### src/design/pds_pkg.sv
// ----------------------------------------------------------------------------
// pds_pkg
// Shared types and constants of the centerline PD steering block.
// ----------------------------------------------------------------------------
package pds_pkg;

   localparam int MAX_ROWS_DEFAULT = 64;

   localparam int COL_W   = 8;
   localparam int GAIN_W  = 16;
   localparam int PWM_W   = 16;
   localparam int ERR_W   = 9;
   localparam int DIFF_W  = ERR_W + 1;
   localparam int PROD_P_W = GAIN_W + 1 + ERR_W;
   localparam int PROD_W  = GAIN_W + 1 + DIFF_W;
   localparam int DRIVE_W = PROD_W + 1;
   localparam int SCALED_W = DRIVE_W - 8;
   localparam int RAW_W   = SCALED_W + 1;

   localparam int CSR_DATA_W = 32;
   localparam int CSR_IDX_W  = 3;
   localparam int CSR_ADDR_W = CSR_IDX_W + 2;

   typedef enum logic [CSR_IDX_W-1:0] {
      REG_GAIN_PROP    = 3'd0,
      REG_GAIN_DERIV   = 3'd1,
      REG_PWM_CENTRE   = 3'd2,
      REG_PWM_UPPER    = 3'd3,
      REG_PWM_LOWER    = 3'd4,
      REG_IMAGE_CENTRE = 3'd5
   } reg_index_type;

   localparam logic [GAIN_W-1:0] GAIN_PROP_RESET    = 16'd6144;
   localparam logic [GAIN_W-1:0] GAIN_DERIV_RESET   = 16'd20;
   localparam logic [PWM_W-1:0]  PWM_CENTRE_RESET   = 16'd3400;
   localparam logic [PWM_W-1:0]  PWM_UPPER_RESET    = 16'd4150;
   localparam logic [PWM_W-1:0]  PWM_LOWER_RESET    = 16'd2650;
   localparam logic [COL_W-1:0]  IMAGE_CENTRE_RESET = 8'd80;

   typedef struct packed {
      logic [GAIN_W-1:0] gain_prop;
      logic [GAIN_W-1:0] gain_deriv;
      logic [PWM_W-1:0]  pwm_centre;
      logic [PWM_W-1:0]  pwm_upper;
      logic [PWM_W-1:0]  pwm_lower;
      logic [COL_W-1:0]  image_centre;
   } cfg_type;

   typedef enum logic [3:0] {
      OP_NONE,
      OP_LOAD,
      OP_DIV,
      OP_SIGN,
      OP_MULP,
      OP_MULD,
      OP_ADD,
      OP_SCALE,
      OP_DONE
   } op_type;

   typedef struct packed {
      logic   row_take;
      op_type op;
   } cmd_type;

   typedef struct packed {
      logic div_done;
   } status_type;

endpackage

### src/design/pds_if.sv
// ----------------------------------------------------------------------------
// pds_req_if / pds_rsp_if
// Row and result channels of the centerline PD steering block.
// ----------------------------------------------------------------------------
interface pds_req_if;
   logic                          valid;
   logic                          ready;
   logic [pds_pkg::COL_W-1:0]     centre_column;
   logic                          last_row;

   modport source (output valid, output centre_column, output last_row, input ready);
   modport sink   (input valid, input centre_column, input last_row, output ready);
endinterface

interface pds_rsp_if;
   logic                          valid;
   logic                          ready;
   logic [pds_pkg::PWM_W-1:0]     steer_pwm;
   logic signed [pds_pkg::ERR_W-1:0] steer_error;
   logic                          no_line;

   modport source (output valid, output steer_pwm, output steer_error, output no_line,
                   input ready);
   modport sink   (input valid, input steer_pwm, input steer_error, input no_line,
                   output ready);
endinterface

### src/design/centerline_pd_steering.sv
// ----------------------------------------------------------------------------
// centerline_pd_steering
// PD servo steering from the fitted track-centre column of each image row.
// ----------------------------------------------------------------------------
// Rows are taken one per clock while the block collects a frame. The row
// flagged last closes the frame: the block then stops taking rows while it
// walks the load step, the restoring divider that forms the mean offset one
// quotient bit per cycle, the sign, P product, D product, sum and scale
// steps, and the step that posts the result. A result waiting in the output
// register does not block rows of the next frame; only the end of that next
// frame waits for it to be taken, and that wait lengthens the pause above.
module centerline_pd_steering #(
   parameter int MAX_ROWS = pds_pkg::MAX_ROWS_DEFAULT
) (
   input  logic                              clock,
   input  logic                              reset,
   pds_req_if.sink                           req_bus,
   pds_rsp_if.source                         rsp_bus,
   input  logic                              csr_psel,
   input  logic                              csr_penable,
   input  logic                              csr_pwrite,
   input  logic [pds_pkg::CSR_ADDR_W-1:0]    csr_paddr,
   input  logic [pds_pkg::CSR_DATA_W-1:0]    csr_pwdata,
   output logic [pds_pkg::CSR_DATA_W-1:0]    csr_prdata,
   output logic                              csr_pready
);

   pds_pkg::cfg_type    cfg;
   pds_pkg::cmd_type    cmd;
   pds_pkg::status_type status;

   pds_csr u_csr (
      .clock       (clock),
      .reset       (reset),
      .csr_psel    (csr_psel),
      .csr_penable (csr_penable),
      .csr_pwrite  (csr_pwrite),
      .csr_paddr   (csr_paddr),
      .csr_pwdata  (csr_pwdata),
      .csr_prdata  (csr_prdata),
      .csr_pready  (csr_pready),
      .cfg         (cfg)
   );

   pds_ctrl u_ctrl (
      .clock     (clock),
      .reset     (reset),
      .req_valid (req_bus.valid),
      .req_last  (req_bus.last_row),
      .rsp_ready (rsp_bus.ready),
      .status    (status),
      .req_ready (req_bus.ready),
      .rsp_valid (rsp_bus.valid),
      .cmd       (cmd)
   );

   pds_dp #(
      .MAX_ROWS (MAX_ROWS)
   ) u_dp (
      .clock         (clock),
      .reset         (reset),
      .cmd           (cmd),
      .cfg           (cfg),
      .centre_column (req_bus.centre_column),
      .status        (status),
      .steer_pwm     (rsp_bus.steer_pwm),
      .steer_error   (rsp_bus.steer_error),
      .no_line       (rsp_bus.no_line)
   );

endmodule

### src/design/pds_csr.sv
// ----------------------------------------------------------------------------
// pds_csr
// Configuration registers behind an APB-style port.
// ----------------------------------------------------------------------------
module pds_csr (
   input  logic                              clock,
   input  logic                              reset,
   input  logic                              csr_psel,
   input  logic                              csr_penable,
   input  logic                              csr_pwrite,
   input  logic [pds_pkg::CSR_ADDR_W-1:0]    csr_paddr,
   input  logic [pds_pkg::CSR_DATA_W-1:0]    csr_pwdata,
   output logic [pds_pkg::CSR_DATA_W-1:0]    csr_prdata,
   output logic                              csr_pready,
   output pds_pkg::cfg_type                  cfg
);

   pds_pkg::cfg_type                      cfg_ff, cfg_in;
   logic [pds_pkg::CSR_IDX_W-1:0]         idx;
   logic                                  wr_en;

   assign idx        = csr_paddr[pds_pkg::CSR_ADDR_W-1:2];
   assign wr_en      = csr_psel && csr_penable && csr_pwrite;
   assign csr_pready = 1'b1;
   assign cfg        = cfg_ff;

   always_comb begin
      cfg_in = cfg_ff;
      if (wr_en) begin
         unique case (idx)
            pds_pkg::REG_GAIN_PROP:    cfg_in.gain_prop    = csr_pwdata[15:0];
            pds_pkg::REG_GAIN_DERIV:   cfg_in.gain_deriv   = csr_pwdata[15:0];
            pds_pkg::REG_PWM_CENTRE:   cfg_in.pwm_centre   = csr_pwdata[15:0];
            pds_pkg::REG_PWM_UPPER:    cfg_in.pwm_upper    = csr_pwdata[15:0];
            pds_pkg::REG_PWM_LOWER:    cfg_in.pwm_lower    = csr_pwdata[15:0];
            pds_pkg::REG_IMAGE_CENTRE: cfg_in.image_centre = csr_pwdata[7:0];
            default:                   cfg_in = cfg_ff;
         endcase
      end
   end

   always_comb begin
      unique case (idx)
         pds_pkg::REG_GAIN_PROP:    csr_prdata = {16'd0, cfg_ff.gain_prop};
         pds_pkg::REG_GAIN_DERIV:   csr_prdata = {16'd0, cfg_ff.gain_deriv};
         pds_pkg::REG_PWM_CENTRE:   csr_prdata = {16'd0, cfg_ff.pwm_centre};
         pds_pkg::REG_PWM_UPPER:    csr_prdata = {16'd0, cfg_ff.pwm_upper};
         pds_pkg::REG_PWM_LOWER:    csr_prdata = {16'd0, cfg_ff.pwm_lower};
         pds_pkg::REG_IMAGE_CENTRE: csr_prdata = {24'd0, cfg_ff.image_centre};
         default:                   csr_prdata = '0;
      endcase
   end

   always_ff @(posedge clock) begin
      if (reset) begin
         cfg_ff.gain_prop    <= pds_pkg::GAIN_PROP_RESET;
         cfg_ff.gain_deriv   <= pds_pkg::GAIN_DERIV_RESET;
         cfg_ff.pwm_centre   <= pds_pkg::PWM_CENTRE_RESET;
         cfg_ff.pwm_upper    <= pds_pkg::PWM_UPPER_RESET;
         cfg_ff.pwm_lower    <= pds_pkg::PWM_LOWER_RESET;
         cfg_ff.image_centre <= pds_pkg::IMAGE_CENTRE_RESET;
      end else begin
         cfg_ff <= cfg_in;
      end
   end

endmodule

### src/design/pds_ctrl.sv
// ----------------------------------------------------------------------------
// pds_ctrl
// Sequencer: takes rows, then walks the end-of-frame divide and PD steps.
// ----------------------------------------------------------------------------
module pds_ctrl (
   input  logic                 clock,
   input  logic                 reset,
   input  logic                 req_valid,
   input  logic                 req_last,
   input  logic                 rsp_ready,
   input  pds_pkg::status_type  status,
   output logic                 req_ready,
   output logic                 rsp_valid,
   output pds_pkg::cmd_type     cmd
);

   typedef enum logic [3:0] {
      S_ROWS,
      S_LOAD,
      S_DIV,
      S_SIGN,
      S_MULP,
      S_MULD,
      S_ADD,
      S_SCALE,
      S_DONE
   } state_type;

   state_type state_ff, state_in;
   logic      rsp_valid_ff, rsp_valid_in;
   logic      row_take;
   logic      slot_free;

   assign req_ready = (state_ff == S_ROWS);
   assign row_take  = req_valid && req_ready;
   assign slot_free = !rsp_valid_ff || rsp_ready;
   assign rsp_valid = rsp_valid_ff;

   always_comb begin
      state_in     = state_ff;
      rsp_valid_in = rsp_valid_ff && !rsp_ready;
      cmd.row_take = row_take;
      cmd.op       = pds_pkg::OP_NONE;
      unique case (state_ff)
         S_ROWS: begin
            if (row_take && req_last) state_in = S_LOAD;
         end
         S_LOAD: begin
            cmd.op   = pds_pkg::OP_LOAD;
            state_in = S_DIV;
         end
         S_DIV: begin
            cmd.op = pds_pkg::OP_DIV;
            if (status.div_done) state_in = S_SIGN;
         end
         S_SIGN: begin
            cmd.op   = pds_pkg::OP_SIGN;
            state_in = S_MULP;
         end
         S_MULP: begin
            cmd.op   = pds_pkg::OP_MULP;
            state_in = S_MULD;
         end
         S_MULD: begin
            cmd.op   = pds_pkg::OP_MULD;
            state_in = S_ADD;
         end
         S_ADD: begin
            cmd.op   = pds_pkg::OP_ADD;
            state_in = S_SCALE;
         end
         S_SCALE: begin
            cmd.op   = pds_pkg::OP_SCALE;
            state_in = S_DONE;
         end
         S_DONE: begin
            // hold until the output register is free
            if (slot_free) begin
               cmd.op       = pds_pkg::OP_DONE;
               rsp_valid_in = 1'b1;
               state_in     = S_ROWS;
            end
         end
         default: state_in = S_ROWS;
      endcase
   end

   always_ff @(posedge clock) begin
      if (reset) begin
         state_ff     <= S_ROWS;
         rsp_valid_ff <= 1'b0;
      end else begin
         state_ff     <= state_in;
         rsp_valid_ff <= rsp_valid_in;
      end
   end

   a_last_row_starts_frame_end: assert property (@(posedge clock) disable iff (reset)
      (row_take && req_last) |=> (state_ff == S_LOAD))
      else $error("last row did not start the frame-end sequence");

   a_done_posts_result: assert property (@(posedge clock) disable iff (reset)
      (state_ff == S_DONE && slot_free) |=> (rsp_valid_ff && state_ff == S_ROWS))
      else $error("finished frame did not post a result");

endmodule

### src/design/pds_dp.sv
// ----------------------------------------------------------------------------
// pds_dp
// Datapath: row accumulation, bit-serial divider, PD multiply and clamp.
// ----------------------------------------------------------------------------
module pds_dp #(
   parameter int MAX_ROWS = pds_pkg::MAX_ROWS_DEFAULT
) (
   input  logic                                clock,
   input  logic                                reset,
   input  pds_pkg::cmd_type                    cmd,
   input  pds_pkg::cfg_type                    cfg,
   input  logic [pds_pkg::COL_W-1:0]           centre_column,
   output pds_pkg::status_type                 status,
   output logic [pds_pkg::PWM_W-1:0]           steer_pwm,
   output logic signed [pds_pkg::ERR_W-1:0]    steer_error,
   output logic                                no_line
);

   localparam int CNT_W  = $clog2(MAX_ROWS + 1);
   localparam int SUM_W  = pds_pkg::ERR_W + CNT_W;
   localparam int STEP_W = $clog2(SUM_W);
   localparam logic [CNT_W-1:0]  MAX_CNT   = CNT_W'(MAX_ROWS);
   localparam logic [STEP_W-1:0] LAST_STEP = STEP_W'(SUM_W - 1);
   localparam int ERR_W  = pds_pkg::ERR_W;
   localparam int RAW_W  = pds_pkg::RAW_W;

   // frame accumulators
   logic signed [SUM_W-1:0]        sum_ff;
   logic [CNT_W-1:0]               cnt_ff;
   logic signed [ERR_W-1:0]        prev_ff;

   // divider
   logic [SUM_W-1:0]               quo_ff;
   logic [CNT_W-1:0]               rem_ff;
   logic [CNT_W-1:0]               divisor_ff;
   logic [STEP_W-1:0]              step_ff;
   logic                           neg_ff;
   logic                           none_ff;

   // PD arithmetic
   logic signed [ERR_W-1:0]               err_ff;
   logic signed [pds_pkg::PROD_W-1:0]     prod_p_ff;
   logic signed [pds_pkg::PROD_W-1:0]     prod_d_ff;
   logic signed [pds_pkg::DRIVE_W-1:0]    drive_ff;
   logic signed [RAW_W-1:0]               raw_ff;

   logic [pds_pkg::PWM_W-1:0]             steer_pwm_ff;
   logic signed [ERR_W-1:0]               steer_error_ff;
   logic                                  no_line_ff;

   logic signed [ERR_W-1:0]               offset;
   logic [SUM_W-1:0]                      sum_mag;
   logic [CNT_W:0]                        rem_sh;
   logic [CNT_W:0]                        rem_diff;
   logic signed [ERR_W-1:0]               quo_s;
   logic signed [pds_pkg::GAIN_W:0]       gain_p_s;
   logic signed [pds_pkg::GAIN_W:0]       gain_d_s;
   logic signed [pds_pkg::DIFF_W-1:0]     err_diff;
   logic signed [pds_pkg::PROD_P_W-1:0]   prod_p;
   logic signed [pds_pkg::PROD_W-1:0]     prod_d;
   logic signed [pds_pkg::DRIVE_W-1:0]    drive_adj;
   logic signed [pds_pkg::SCALED_W-1:0]   scaled;
   logic signed [RAW_W-1:0]               upper_s;
   logic signed [RAW_W-1:0]               lower_s;
   logic signed [RAW_W-1:0]               clamp_hi;
   logic signed [RAW_W-1:0]               clamp_lo;

   assign offset   = $signed({1'b0, centre_column}) - $signed({1'b0, cfg.image_centre});
   assign sum_mag  = sum_ff[SUM_W-1] ? (~sum_ff + 1'b1) : sum_ff;

   assign rem_sh   = {rem_ff, quo_ff[SUM_W-1]};
   assign rem_diff = rem_sh - {1'b0, divisor_ff};
   assign quo_s    = $signed(quo_ff[ERR_W-1:0]);

   assign gain_p_s = $signed({1'b0, cfg.gain_prop});
   assign gain_d_s = $signed({1'b0, cfg.gain_deriv});
   assign err_diff = $signed({err_ff[ERR_W-1], err_ff}) - $signed({prev_ff[ERR_W-1], prev_ff});
   assign prod_p   = gain_p_s * err_ff;
   assign prod_d   = gain_d_s * err_diff;

   // round toward zero before dropping the Q8.8 fraction
   assign drive_adj = drive_ff + (drive_ff[pds_pkg::DRIVE_W-1] ?
                      pds_pkg::DRIVE_W'(255) : pds_pkg::DRIVE_W'(0));
   assign scaled    = drive_adj[pds_pkg::DRIVE_W-1:8];

   assign upper_s  = $signed({{(RAW_W-pds_pkg::PWM_W){1'b0}}, cfg.pwm_upper});
   assign lower_s  = $signed({{(RAW_W-pds_pkg::PWM_W){1'b0}}, cfg.pwm_lower});
   assign clamp_hi = (raw_ff > upper_s) ? upper_s : raw_ff;
   assign clamp_lo = (clamp_hi < lower_s) ? lower_s : clamp_hi;

   assign status.div_done = (step_ff == '0);
   assign steer_pwm       = steer_pwm_ff;
   assign steer_error     = steer_error_ff;
   assign no_line         = no_line_ff;

   always_ff @(posedge clock) begin
      if (reset) begin
         sum_ff  <= '0;
         cnt_ff  <= '0;
         prev_ff <= '0;
      end else begin
         if (cmd.op == pds_pkg::OP_LOAD) begin
            sum_ff <= '0;
            cnt_ff <= '0;
         end else if (cmd.row_take && centre_column != '0 && cnt_ff < MAX_CNT) begin
            sum_ff <= sum_ff + {{(SUM_W-ERR_W){offset[ERR_W-1]}}, offset};
            cnt_ff <= cnt_ff + 1'b1;
         end
         if (cmd.op == pds_pkg::OP_DONE) prev_ff <= err_ff;
      end
   end

   always_ff @(posedge clock) begin
      unique case (cmd.op)
         pds_pkg::OP_LOAD: begin
            quo_ff     <= sum_mag;
            rem_ff     <= '0;
            divisor_ff <= cnt_ff;
            step_ff    <= LAST_STEP;
            neg_ff     <= sum_ff[SUM_W-1];
            none_ff    <= (cnt_ff == '0);
         end
         pds_pkg::OP_DIV: begin
            // restoring divide, one quotient bit per cycle
            if (!rem_diff[CNT_W]) begin
               rem_ff <= rem_diff[CNT_W-1:0];
            end else begin
               rem_ff <= rem_sh[CNT_W-1:0];
            end
            quo_ff  <= {quo_ff[SUM_W-2:0], !rem_diff[CNT_W]};
            step_ff <= step_ff - 1'b1;
         end
         pds_pkg::OP_SIGN: begin
            if (none_ff) begin
               err_ff <= '0;
            end else begin
               err_ff <= neg_ff ? quo_s : -quo_s;
            end
         end
         pds_pkg::OP_MULP: begin
            prod_p_ff <= {{(pds_pkg::PROD_W-pds_pkg::PROD_P_W){prod_p[pds_pkg::PROD_P_W-1]}},
                          prod_p};
         end
         pds_pkg::OP_MULD: begin
            prod_d_ff <= prod_d;
         end
         pds_pkg::OP_ADD: begin
            drive_ff <= {prod_p_ff[pds_pkg::PROD_W-1], prod_p_ff}
                      + {prod_d_ff[pds_pkg::PROD_W-1], prod_d_ff};
         end
         pds_pkg::OP_SCALE: begin
            raw_ff <= {scaled[pds_pkg::SCALED_W-1], scaled}
                    + $signed({{(RAW_W-pds_pkg::PWM_W){1'b0}}, cfg.pwm_centre});
         end
         pds_pkg::OP_DONE: begin
            steer_pwm_ff   <= (err_ff == '0) ? cfg.pwm_centre : clamp_lo[pds_pkg::PWM_W-1:0];
            steer_error_ff <= err_ff;
            no_line_ff     <= none_ff;
         end
         default: begin
         end
      endcase
   end

   a_count_bounded: assert property (@(posedge clock) disable iff (reset)
      cnt_ff <= MAX_CNT)
      else $error("valid row count went past the row limit");

   a_error_in_range: assert property (@(posedge clock) disable iff (reset)
      (cmd.op == pds_pkg::OP_SIGN) |=> (err_ff != $signed({1'b1, {(ERR_W-1){1'b0}}})))
      else $error("steering error left its range");

   a_no_line_centres: assert property (@(posedge clock) disable iff (reset)
      (cmd.op == pds_pkg::OP_DONE && none_ff) |=>
      (no_line_ff && steer_error_ff == '0 && steer_pwm_ff == $past(cfg.pwm_centre)))
      else $error("frame without a line did not steer straight");

endmodule

### src/flat_wrapper.sv
// flat-port wrapper written by rule: the top's interface ports become plain ports
module centerline_pd_steering_flat 
#(
   parameter int MAX_ROWS = pds_pkg::MAX_ROWS_DEFAULT
)
  (clock, reset, csr_psel, csr_penable, csr_pwrite, csr_paddr, csr_pwdata, csr_prdata, csr_pready, req_bus_valid, req_bus_centre_column, req_bus_last_row, req_bus_ready, rsp_bus_valid, rsp_bus_steer_pwm, rsp_bus_steer_error, rsp_bus_no_line, rsp_bus_ready);
  pds_req_if req_bus_i ();
  pds_rsp_if rsp_bus_i ();
  input  logic clock;
  input  logic reset;
  input  logic csr_psel;
  input  logic csr_penable;
  input  logic csr_pwrite;
  input  logic [pds_pkg::CSR_ADDR_W-1:0] csr_paddr;
  input  logic [pds_pkg::CSR_DATA_W-1:0] csr_pwdata;
  output logic [pds_pkg::CSR_DATA_W-1:0] csr_prdata;
  output logic csr_pready;
  input wire logic [$bits(req_bus_i.valid)-1:0] req_bus_valid;
  input wire logic [$bits(req_bus_i.centre_column)-1:0] req_bus_centre_column;
  input wire logic [$bits(req_bus_i.last_row)-1:0] req_bus_last_row;
  output wire logic [$bits(req_bus_i.ready)-1:0] req_bus_ready;
  output wire logic [$bits(rsp_bus_i.valid)-1:0] rsp_bus_valid;
  output wire logic [$bits(rsp_bus_i.steer_pwm)-1:0] rsp_bus_steer_pwm;
  output wire logic [$bits(rsp_bus_i.steer_error)-1:0] rsp_bus_steer_error;
  output wire logic [$bits(rsp_bus_i.no_line)-1:0] rsp_bus_no_line;
  input wire logic [$bits(rsp_bus_i.ready)-1:0] rsp_bus_ready;
  assign req_bus_i.valid = req_bus_valid;
  assign req_bus_i.centre_column = req_bus_centre_column;
  assign req_bus_i.last_row = req_bus_last_row;
  assign req_bus_ready = req_bus_i.ready;
  assign rsp_bus_valid = rsp_bus_i.valid;
  assign rsp_bus_steer_pwm = rsp_bus_i.steer_pwm;
  assign rsp_bus_steer_error = rsp_bus_i.steer_error;
  assign rsp_bus_no_line = rsp_bus_i.no_line;
  assign rsp_bus_i.ready = rsp_bus_ready;
  centerline_pd_steering #(.MAX_ROWS(MAX_ROWS)) u_core (.clock(clock), .reset(reset), .req_bus(req_bus_i), .rsp_bus(rsp_bus_i), .csr_psel(csr_psel), .csr_penable(csr_penable), .csr_pwrite(csr_pwrite), .csr_paddr(csr_paddr), .csr_pwdata(csr_pwdata), .csr_prdata(csr_prdata), .csr_pready(csr_pready));
endmodule
### config.mk
export PLATFORM = sky130hd
export DESIGN_NAME = centerline_pd_steering_flat
export DESIGN_NICKNAME = d
export VERILOG_FILES = /design/src/design/pds_pkg.sv /design/src/design/pds_if.sv /design/src/design/centerline_pd_steering.sv /design/src/design/pds_csr.sv /design/src/design/pds_ctrl.sv /design/src/design/pds_dp.sv /design/src/flat_wrapper.sv
export SDC_FILE = /design/constraint.sdc
export NUM_CORES = 1
export LEC_CHECK = 0
export BUFFER_PORTS_ARGS = -buffer_cell sky130_fd_sc_hd__buf_2
export CORE_ASPECT_RATIO = 0.5
export CORE_MARGIN = 2
export CORE_UTILIZATION = 33
export CTS_CLUSTER_SIZE = 25
export DETAILED_ROUTE_END_ITERATION = 16
export PLACE_DENSITY_LB_ADDON = 0.05
export REMOVE_ABC_BUFFERS = 1
export SYNTH_ARGS = -nofsm -noshare
export SYNTH_HDL_FRONTEND = slang
export SYNTH_SLANG_ARGS = --single-unit
### constraint.sdc
create_clock -name clock -period 23.2 [get_ports clock]
set_input_delay 6.96 -clock clock [delete_from_list [all_inputs] [get_ports clock]]
set_output_delay 6.96 -clock clock [all_outputs]
set_load 0.02 [all_outputs]
-- Word-level counts from Yosys, hierarchy flattened
Cells that the tools add are included.
- add/sub/neg operators: 11
- $mul: 2
- div/mod/pow operators: 0
- $lt $le $gt $ge: 3
- equal/unequal tests: 24
- shift-type cells: 0
- muxes and demuxes: 19
- bitwise operators: 1
- reduce and logical (&&, ||, !) cells: 26
- operator list (cell ; count):
    $pmux W16 S6 ; 1
    $mux W16 ; 3
    $pmux W4 S9 ; 1
    $eq A4 B3 Y1 const B ; 8
    $pmux W16 S2 ; 1
    $pmux W4 S8 ; 1
    $add A26 B27 Y28 ; 1
    $add A28 B9 Y28 ; 1
    $mul A17 B10 Y27 ; 1
    $mul A17 B9 Y26 ; 1
    $add A20 B17 Y21 ; 1
    $gt A21 B17 Y1 ; 1
    $lt A21 B17 Y1 ; 1
    $mux W21 ; 1
    $add A16 B1 Y16 const B ; 1
    $add A16 B16 Y16 ; 1
    $eq A4 B2 Y1 const B ; 4
    $mux W4 ; 4
    $not A16 Y16 ; 1
    $pmux W7 S2 ; 1
    $reduce_and A2 Y1 ; 6
    $sub A9 B9 Y10 ; 1
    $logic_not A9 Y1 ; 1
    $mux W9 ; 1
    27 further kinds ; 42
- bits in registers: 298
- bits in latches: 0
- bits in writable memories: 0
- bits in read-only memories: 0
- output and inout port bits: 61
- logic and storage cells: 111
- memories kept: 0

-- Logic depth before layout (Yosys ltp)
Gate-level depths: netlist of run 1.
- depth in word-level cells: 6
- depth in mapped cells: 34

-- Cells and area by module
Synthesis of run 1 repeated with hierarchy kept, for this count alone.
- cells, all modules: 2862
- area, all modules: 27380.0 µm²
- by module, submodules not included (module ; instances ; cells each ; area an instance (µm²) ; sequential area each (µm²)):
    pds_dp ; 1 ; 2364 ; 22689.3 ; 5835.6
    pds_csr ; 1 ; 466 ; 4413.0 ; 1761.7
    pds_ctrl ; 1 ; 32 ; 277.8 ; 100.1

-- Worst setup path before layout of run 1
Ideal clock, no wire load.
- kind: in2out
- start: in csr_paddr[2] in the netlist's numbering
- end: out csr_prdata[1] in the netlist's numbering
- data arrival time: 9008 ps
- data required time: 16240 ps
- slack: 7232 ps
- stages: 6
- cell sequence: clkbuf_1 > buf_1 > clkbuf_1 > buf_1 > a31oi_1 > o221ai_1
- cells in the longest elaborated chain, start to end: 2
- elaborated cells on any way between the ends: 7
- ends and longest elaborated chain (item ; line ; text):
    start: declaration ; flat_wrapper.sv:14 ; input logic [pds_pkg::CSR_ADDR_W-1:0] csr_paddr;
    $eq A3 B3 Y1, or another cell as far along ; pds_csr.sv:43 ; unique case (idx)
    $pmux W16 S6 * ; pds_csr.sv:43 ;
    end: declaration ; flat_wrapper.sv:16 ; output logic [pds_pkg::CSR_DATA_W-1:0] csr_prdata;
Every way passes the cells marked *; elsewhere a longest branch is shown, timed or not.

-- Final worst setup path of run 1
Ends and elaborated chain as after synthesis.

==> results of run 1 <==
critical path, stage by stage:
cell	delay [ns]
buf_2	0.08
buf_4	0.45
mux2i_1	0.26
nor2_1	0.05
a31oi_1	0.28
o221ai_1	0.32
buf_2	0.28
report_power, final:
part / leakage, nW / internal [mW] / switching (mW)
registers: 2.56 / 0.577 / 0.0174
clock network: 0.543 / 0.314 / 0.242
logic: 9.94 / 0.0877 / 0.131
total: 13.0 / 0.979 / 0.390
cells by family after synthesis:
group	after synthesis	share of synthesized area
AND/OR/NAND/NOR	916	0.162
multiplexers	63	0.0280
adder cells (fa/ha/maj)	488	0.289
other	2	0.000281
flip-flops	298	0.288
AO/OA/AOI/OAI	487	0.113
buffers and inverters	488	0.0718
XOR/XNOR	146	0.0478
cells in the mapped netlist, drive strengths merged, types with 11 or more instances:
cell      n
edfxtp  173
nand3b   12
fa      216
o22ai    11
a31oi    12
xnor2    98
o21bai   14
nand4    12
ha      272
buf      24
or3      23
and2    113
nor2b    41
a21oi   195
o21a     14
mux2i    50
xor2     48
clkbuf  109
nor2    161
dfxtp   125
or2      13
o21ai    97
nand2b   45
a21o     60
nand2   392
inv     354
nand3    38
a211o    16
nor3     30
stage by stage:
step / util / cell area (um2) / total power [mW]
finish: 0.368 / 29400 / 1.37
global route: 0.368 / 29400 / 1.44
CTS: 0.368 / 29400 / 1.39
detailed placement: 0.355 / 28300 / 0.825
global placement: 0.355 / 28300 / 0.825
floorplan: - / 26200 / 0.752
per-layer routing:
metal  up-vias  part of all wire
met5         -                 0
met4         0             0.020
met3        80             0.048
met2       364              0.41
met1      9879              0.53
li1       9647                 -
cells in the final DEF (no fill, tap or decap), types with 77 or more instances in the layout:
master / count
nand2_1: 392
inv_1: 354
ha_1: 272
fa_1: 216
a21oi_1: 194
edfxtp_1: 173
nor2_1: 157
dfxtp_1: 125
and2_1: 113
xnor2_1: 97
o21ai_0: 96
buf_2: 77
worst max-delay path by stage:
stage                       from             end  slack (ns)  depth (start not counted)
floorplan           csr_paddr[2]  csr_prdata[10]        8.47                          3
global placement    csr_paddr[2]   csr_prdata[1]        7.61                          7
detailed placement  csr_paddr[2]   csr_prdata[1]        7.60                          7
CTS                 csr_paddr[2]   csr_prdata[1]        7.59                          7
global route        csr_paddr[2]   csr_prdata[1]        7.50                          7
finish              csr_paddr[2]   csr_prdata[1]        7.54                          7
layout make-up:
cell class                 count  area, um2
clock inverter                14        105
clock buffer                  47        995
timing repair buffer         118        693
sequential                   298       7700
fill                        8182      50400
tap                         1087       1360
multi-input combinational   2117      17200
inverter                     355       1330
state kept, by name, indices dropped and copies added, names as in the netlist:
signal                   flops
u_core.u_csr.cfg            88
u_core.u_dp.drive_ff        28
u_core.u_dp.prod_d_ff       27
u_core.u_dp.prod_p_ff       26
u_core.u_dp.raw_ff          21
u_core.u_dp.quo_ff          16
u_core.u_dp.steer_pwm       16
u_core.u_dp.sum_ff          16
u_core.u_dp.err_ff           9
u_core.u_dp.prev_ff          9
u_core.u_dp.steer_error      9
u_core.u_dp.cnt_ff           7
u_core.u_dp.divisor_ff       7
u_core.u_dp.rem_ff           7
u_core.u_ctrl.state_ff       4
u_core.u_dp.step_ff          4
u_core.u_ctrl.rsp_valid      1
u_core.u_dp.neg_ff           1
u_core.u_dp.no_line          1
u_core.u_dp.none_ff          1
==> flow_summary_export.csv, run 1 <==
group,metric,value,unit
min_path,hold_class,"reg -> reg",
sta,maxSlewHeadroom,0.153,
sta,timing.fmax,63.9,MHz
clocking,cts_tree,"built",
route,vias,20000,
placement,dp_slack,7.60,ns
route,wl_per_cell,20.1,um
grt,grt_use_met1,0.308,
layout,area_growth,10.1,%
setup_path,ff2ff_setup_slack,13.92,ns
clocking,clock_sinks,298,
setup_path,critPathMaxFanout,36,
route,drt_iter0_markers,1319,
synthesis,synth_top_area_share,0.194,
clocking,cts_buffers,35,
floorplanning,coreArea,79800,um2
clocking,cts.path.max_buffers,3,
sta,fin_crit,15.66,ns
placement,port_buffers,78,
min_path,hold_path_depth,2,
sta,fin_ws,7.54,ns
grt,grt_pass1_vias,20000,
clocking,cts-resized-gates,0,
synthesis,synth-edff-count,173,
clocking,cts_hold_buf,0,
sta,slew_violations,0,
setup_path,startpoint_type,"primary input",
setup_path,critPathKind,"in -> out",
floorplanning,start_util,0.335,
route,drtPass1Iterations,6,
sta,skew,0.0305,ns
grt,grt_overflow,0,
pwr,p_leak,13.0,nW
synthesis,syn_area_per_cell,9.25,um2
placement,finalWeightedCongestion,0.835,
grt,antenna_found_initial,2,
route,avgViaCountPerCell,4.95,
layout,layout.cells.non_filler,4036,
route,drc,0,
min_path,min_from,"u_core.u_dp.prev_ff[8]",
clocking,clk_pin_slew_worst_paths,0.05,ns
layout,drive_gt1_frac,0.0746,
sta,tns,0,ns
layout,diodes,0,
min_path,holdPathEnd,"u_core.u_dp.prev_ff[8]",
sta,fin_crit_sh,0.675,
pwr,power.density,46.5,nW/um2
setup_path,r2r_end,"u_core.u_dp.prod_d_ff[26]",
sta,setup_viol,0,
sta,finalHoldViolations,0,
layout,final_nets,3466,
setup_path,cp.arrival,8.70,ns
grt,met3_usage,0.0294,
clocking,clk_latency,0.56,ns
synthesis,synth_cells,2888,
floorplanning,fp-row-count,73,
clocking,root_buffer,"clkbuf_16",
synthesis,ys_types,73,
synthesis,ys_warn_count,0,
grt,use_met2,0.290,
clocking,htree_levels,2,
sta,worst_pin_slew,1.27,ns
setup_path,worstReg2RegStart,"u_core.u_dp.err_ff[0]",
synthesis,dominantRegCellSynth,"edfxtp_1",
grt,grt.busiest_layer,"met1",
grt,grt_max_degree,59,
setup_path,end_kind,"output port",
synthesis,yosys.area.top_type,"edfxtp_1",
synthesis,ys_seq_area_frac,0.288,
floorplanning,die_h,205,um
setup_path,crit_required,16.24,ns
floorplanning,die_w,406,um
pwr,ir_drop,0.0000403,V
synthesis,async_flop_share,0,
floorplanning,fp.dieArea,83400,um2
setup_path,rr_worst_depth,31,
route,routed_wl,81.2,mm
grt,grtUsageTotal,0.199,
placement,dp_cells,3975,
placement,dp_hpwl,62.8,mm
floorplanning,pin_count,114,
sta,grt_setup_unrepaired,"no",
job,drv_cap,0,
synthesis,synthTopCellsByArea,"edfxtp_1 19%, fa_1 16%, ha_1 13%, dfxtp_1 9.4%, nand2_1 5.5%",
clocking,post_cts_buffers,0,
grt,grt_pass1_wl,125,mm
synthesis,ys_seq_elements,298,
status,status,"finished, final reports clean",
synthesis,syn_area,26700,um2
sta,whs,0.456,ns
route,ant_nets,0,
(Power assumes the default switching activity.)
==> inputs of run 2 (changes only) <==
--- a/config.mk
+++ b/config.mk
@@ -5,6 +5,7 @@
 export SDC_FILE = /design/constraint.sdc
 export NUM_CORES = 1
 export LEC_CHECK = 0
+export ABC_AREA = 1
 export BUFFER_PORTS_ARGS = -buffer_cell sky130_fd_sc_hd__buf_2
 export CORE_ASPECT_RATIO = 0.5
 export CORE_MARGIN = 2
==> constraint.sdc (replaced) <==
create_clock -name clock -period 13.5 [get_ports clock]
set_input_delay 4.05 -clock clock [delete_from_list [all_inputs] [get_ports clock]]
set_output_delay 4.05 -clock clock [all_outputs]
set_load 0.02 [all_outputs]
==> run 2 against run 1 <==
Cell count is 7.5% higher. Non-clock buffer count down 18. Clock-buffer cell count decreased by 10. Hold slack worse by 0.015 ns. Utilization about the same. Register-to-register slack got worse by 8.2 ns. Largest cell class unchanged. Highest routed layer unchanged. Critical endpoint is now csr_prdata[10]. Synthesized cell count is 10% higher. Routed wire length up 6.5%. Clock power up 91%. First-iteration DRC count increased by 0.91%. Clock skew fell by 0.0066 ns.
==> flow_summary_export.csv, run 2 <==
group,metric,value,unit
layout,utilization,0.368,
clocking,htree_levels,2,
grt,grt_pass1_wl,130,mm
setup_path,crit_family,"compound AO/OA/AOI/OAI gates",
placement,port_buffers,78,
grt,grt.busiest_layer,"met2",
setup_path,startpoint_type,"primary input",
setup_path,cp_cell_sequence,"buf_2 > nor2_1 > nand2_1 > nor2_1 > a221oi_1 > o221ai_1 > buf_2",
synthesis,ys_seq_elements,298,
setup_path,critPathKind,"in -> out",
setup_path,critPathMaxFanout,16,
setup_path,crit_required,9.45,ns
setup_path,end_kind,"output port",
setup_path,path_buf_inv,2,
synthesis,yosysMostFrequentCell,"inv_1",
route,routed_wl,86.5,mm
floorplanning,start_util,0.334,
pwr,power.density,101,nW/um2
sta,maxSlewHeadroom,0.291,
grt,antenna_found_initial,4,
route,drc,0,
grt,grt_pass1_vias,20900,
layout,area_growth,10.1,%
placement,finalWeightedCongestion,0.892,
clocking,cts_tree,"built",
grt,grt_use_met1,0.309,
synthesis,synth_top_area_share,0.195,
layout,drive_gt1_frac,0.0689,
sta,worst_pin_slew,1.06,ns
route,vias,20900,
pwr,p_leak,14.0,nW
job,drv_cap,0,
clocking,post_cts_buffers,0,
setup_path,cp.arrival,6.22,ns
sta,slew_violations,0,
synthesis,syn_area_per_cell,8.36,um2
clocking,clk_pin_slew_worst_paths,0.06,ns
synthesis,synth_cells,3187,
grt,use_met2,0.316,
clocking,cts_buffers,35,
floorplanning,fp.dieArea,83200,um2
status,status,"finished, final reports clean",
synthesis,synthTopCellsByArea,"edfxtp_1 19%, fa_1 16%, ha_1 13%, dfxtp_1 9.4%, inv_1 8.2%",
sta,grt_setup_unrepaired,"no",
sta,fin_crit,10.27,ns
clocking,root_buffer,"clkbuf_16",
route,drtPass1Iterations,5,
route,ant_nets,0,
floorplanning,die_w,406,um
clocking,cts-resized-gates,0,
sta,setup_viol,0,
sta,fin_crit_sh,0.761,
route,wl_per_cell,19.9,um
synthesis,async_flop_share,0,
synthesis,synth-edff-count,173,
setup_path,startpoint,"csr_paddr[3]",
layout,final_nets,3765,
sta,skew,0.0239,ns
setup_path,crit_path_top_delay_cell,"a221oi_1",
grt,grt_overflow,0,
floorplanning,fp-row-count,73,
clocking,cts_hold_buf,0,
synthesis,syn_area,26700,um2
layout,multi_input_area,16300,um2
route,drt_iter0_markers,1331,
layout,final_cell_mix,"577 x inv_1, 577 x nand2_1, 272 x ha_1",
grt,grtUsageTotal,0.211,
layout,regArea,7700,um2
floorplanning,die_h,205,um
sta,finalHoldViolations,0,
sta,tns,0,ns
layout,n_fill_cell,8298,
placement,dp_hpwl,68.1,mm
synthesis,ys_types,62,
pwr,ir_drop,0.0000770,V
setup_path,worstReg2RegStart,"u_core.u_dp.err_ff[0]",
min_path,hold_class,"reg -> reg",
route,avgViaCountPerCell,4.82,
clocking,clock_sinks,298,
floorplanning,pin_count,114,
layout,largest_reg_flops,88,
synthesis,synth_common_cells,"579 x inv_1, 577 x nand2_1, 272 x ha_1",
clocking,clk_latency,0.58,ns
synthesis,ys_warn_count,0,
grt,grt_max_degree,93,
floorplanning,coreArea,79700,um2
sta,timing.fmax,97.3,MHz
synthesis,yosys.area.top_type,"edfxtp_1",
synthesis,dominantRegCellSynth,"edfxtp_1",
min_path,min_from,"u_core.u_dp.cnt_ff[2]",
grt,met3_usage,0.0436,
synthesis,ys_seq_area_frac,0.289,
clocking,cts.path.max_buffers,3,
setup_path,cp_slowest_stage_delay,0.85,ns
[run 2: cell types whose count changed after synthesis, moves of 44 or more]
cell,change
a21o_1,-48
a21oi_1,+44
and2_1,-112
inv_1,+225
mux2i_1,-50
nand2_1,+185
nand2b_1,-45
nand3_1,+59
nor2_1,+71
o21ai_0,+80
xnor2_1,-52
[run 2: metrics by stage]
stage / hold slack [ns] / std cells / total power [mW] / setup WS [ns] / area [um2]
after global placement: 0.427 / 4274 / 1.94 / 3.35 / 28100
final: 0.441 / 4339 / 2.97 / 3.23 / 29300
after global routing: 0.458 / 4338 / 3.16 / 3.19 / 29300
after detailed placement: 0.422 / 4274 / 1.94 / 3.32 / 28100
after CTS: 0.437 / 4338 / 3.02 / 3.30 / 29300
after floorplan: 0.408 / 3087 / 1.67 / 4.34 / 26200
[run 2: logic make-up (layout without fill, tap and decap cells)]
group / count (synthesis) / after routing / synth area share
AO/OA/AOI/OAI: 542 / 542 / 0.115
XOR/XNOR: 133 / 133 / 0.0440
adder cells (fa/ha/maj): 488 / 488 / 0.290
buffers and inverters: 701 / 750 / 0.103
flip-flops: 298 / 298 / 0.289
other: 2 / 18 / 0.000282
AND/OR/NAND/NOR: 1023 / 1023 / 0.160
[run 2: report_power, final]
group	switching (mW)	internal [mW]	total, mW
combinational	0.534	0.283	0.817
sequential	0.0498	1.05	1.10
clock	0.451	0.609	1.06
total	1.03	1.94	2.97
[run 2: layer usage]
metal	vias up	part of all wire	routed length (um)
li1	10300	-	-
met1	10100	0.50	43600
met2	375	0.42	36100
met3	93	0.055	4800
met4	0	0.023	1980
met5	-	0	0
[run 2: cell type report]
cell class / instances / share of cell area
multi-input combinational: 2203 / 0.556
sequential: 298 / 0.262
inverter: 586 / 0.0749
tap: 1087 / 0.0463
clock buffer: 37 / 0.0308
timing repair buffer: 100 / 0.0189
clock inverter: 27 / 0.0110
antenna: 1 / 0.0000853
[run 2: worst register-to-register path: cells and delay by family, from the launching register on]
family                   cells  cell delay, ns
AO/OA/AOI/OAI                8            1.35
AND/OR/NAND/NOR              9            1.51
buffers and inverters        5            0.57
XOR/XNOR                     1            0.07
adder cells (fa/ha/maj)      8            3.66
flip-flops                   1            0.35
[run 2: worst paths after layout]
check / to / slack, ns / cells after the start
setup reg to reg: u_core.u_dp.prod_d_ff[21] / 5.77 / 31
hold reg to reg: u_core.u_dp.divisor_ff[2] / 0.44 / 0
hold / removal: u_core.u_dp.divisor_ff[2] / 0.44 / 0
setup / recovery: csr_prdata[10] / 3.23 / 7
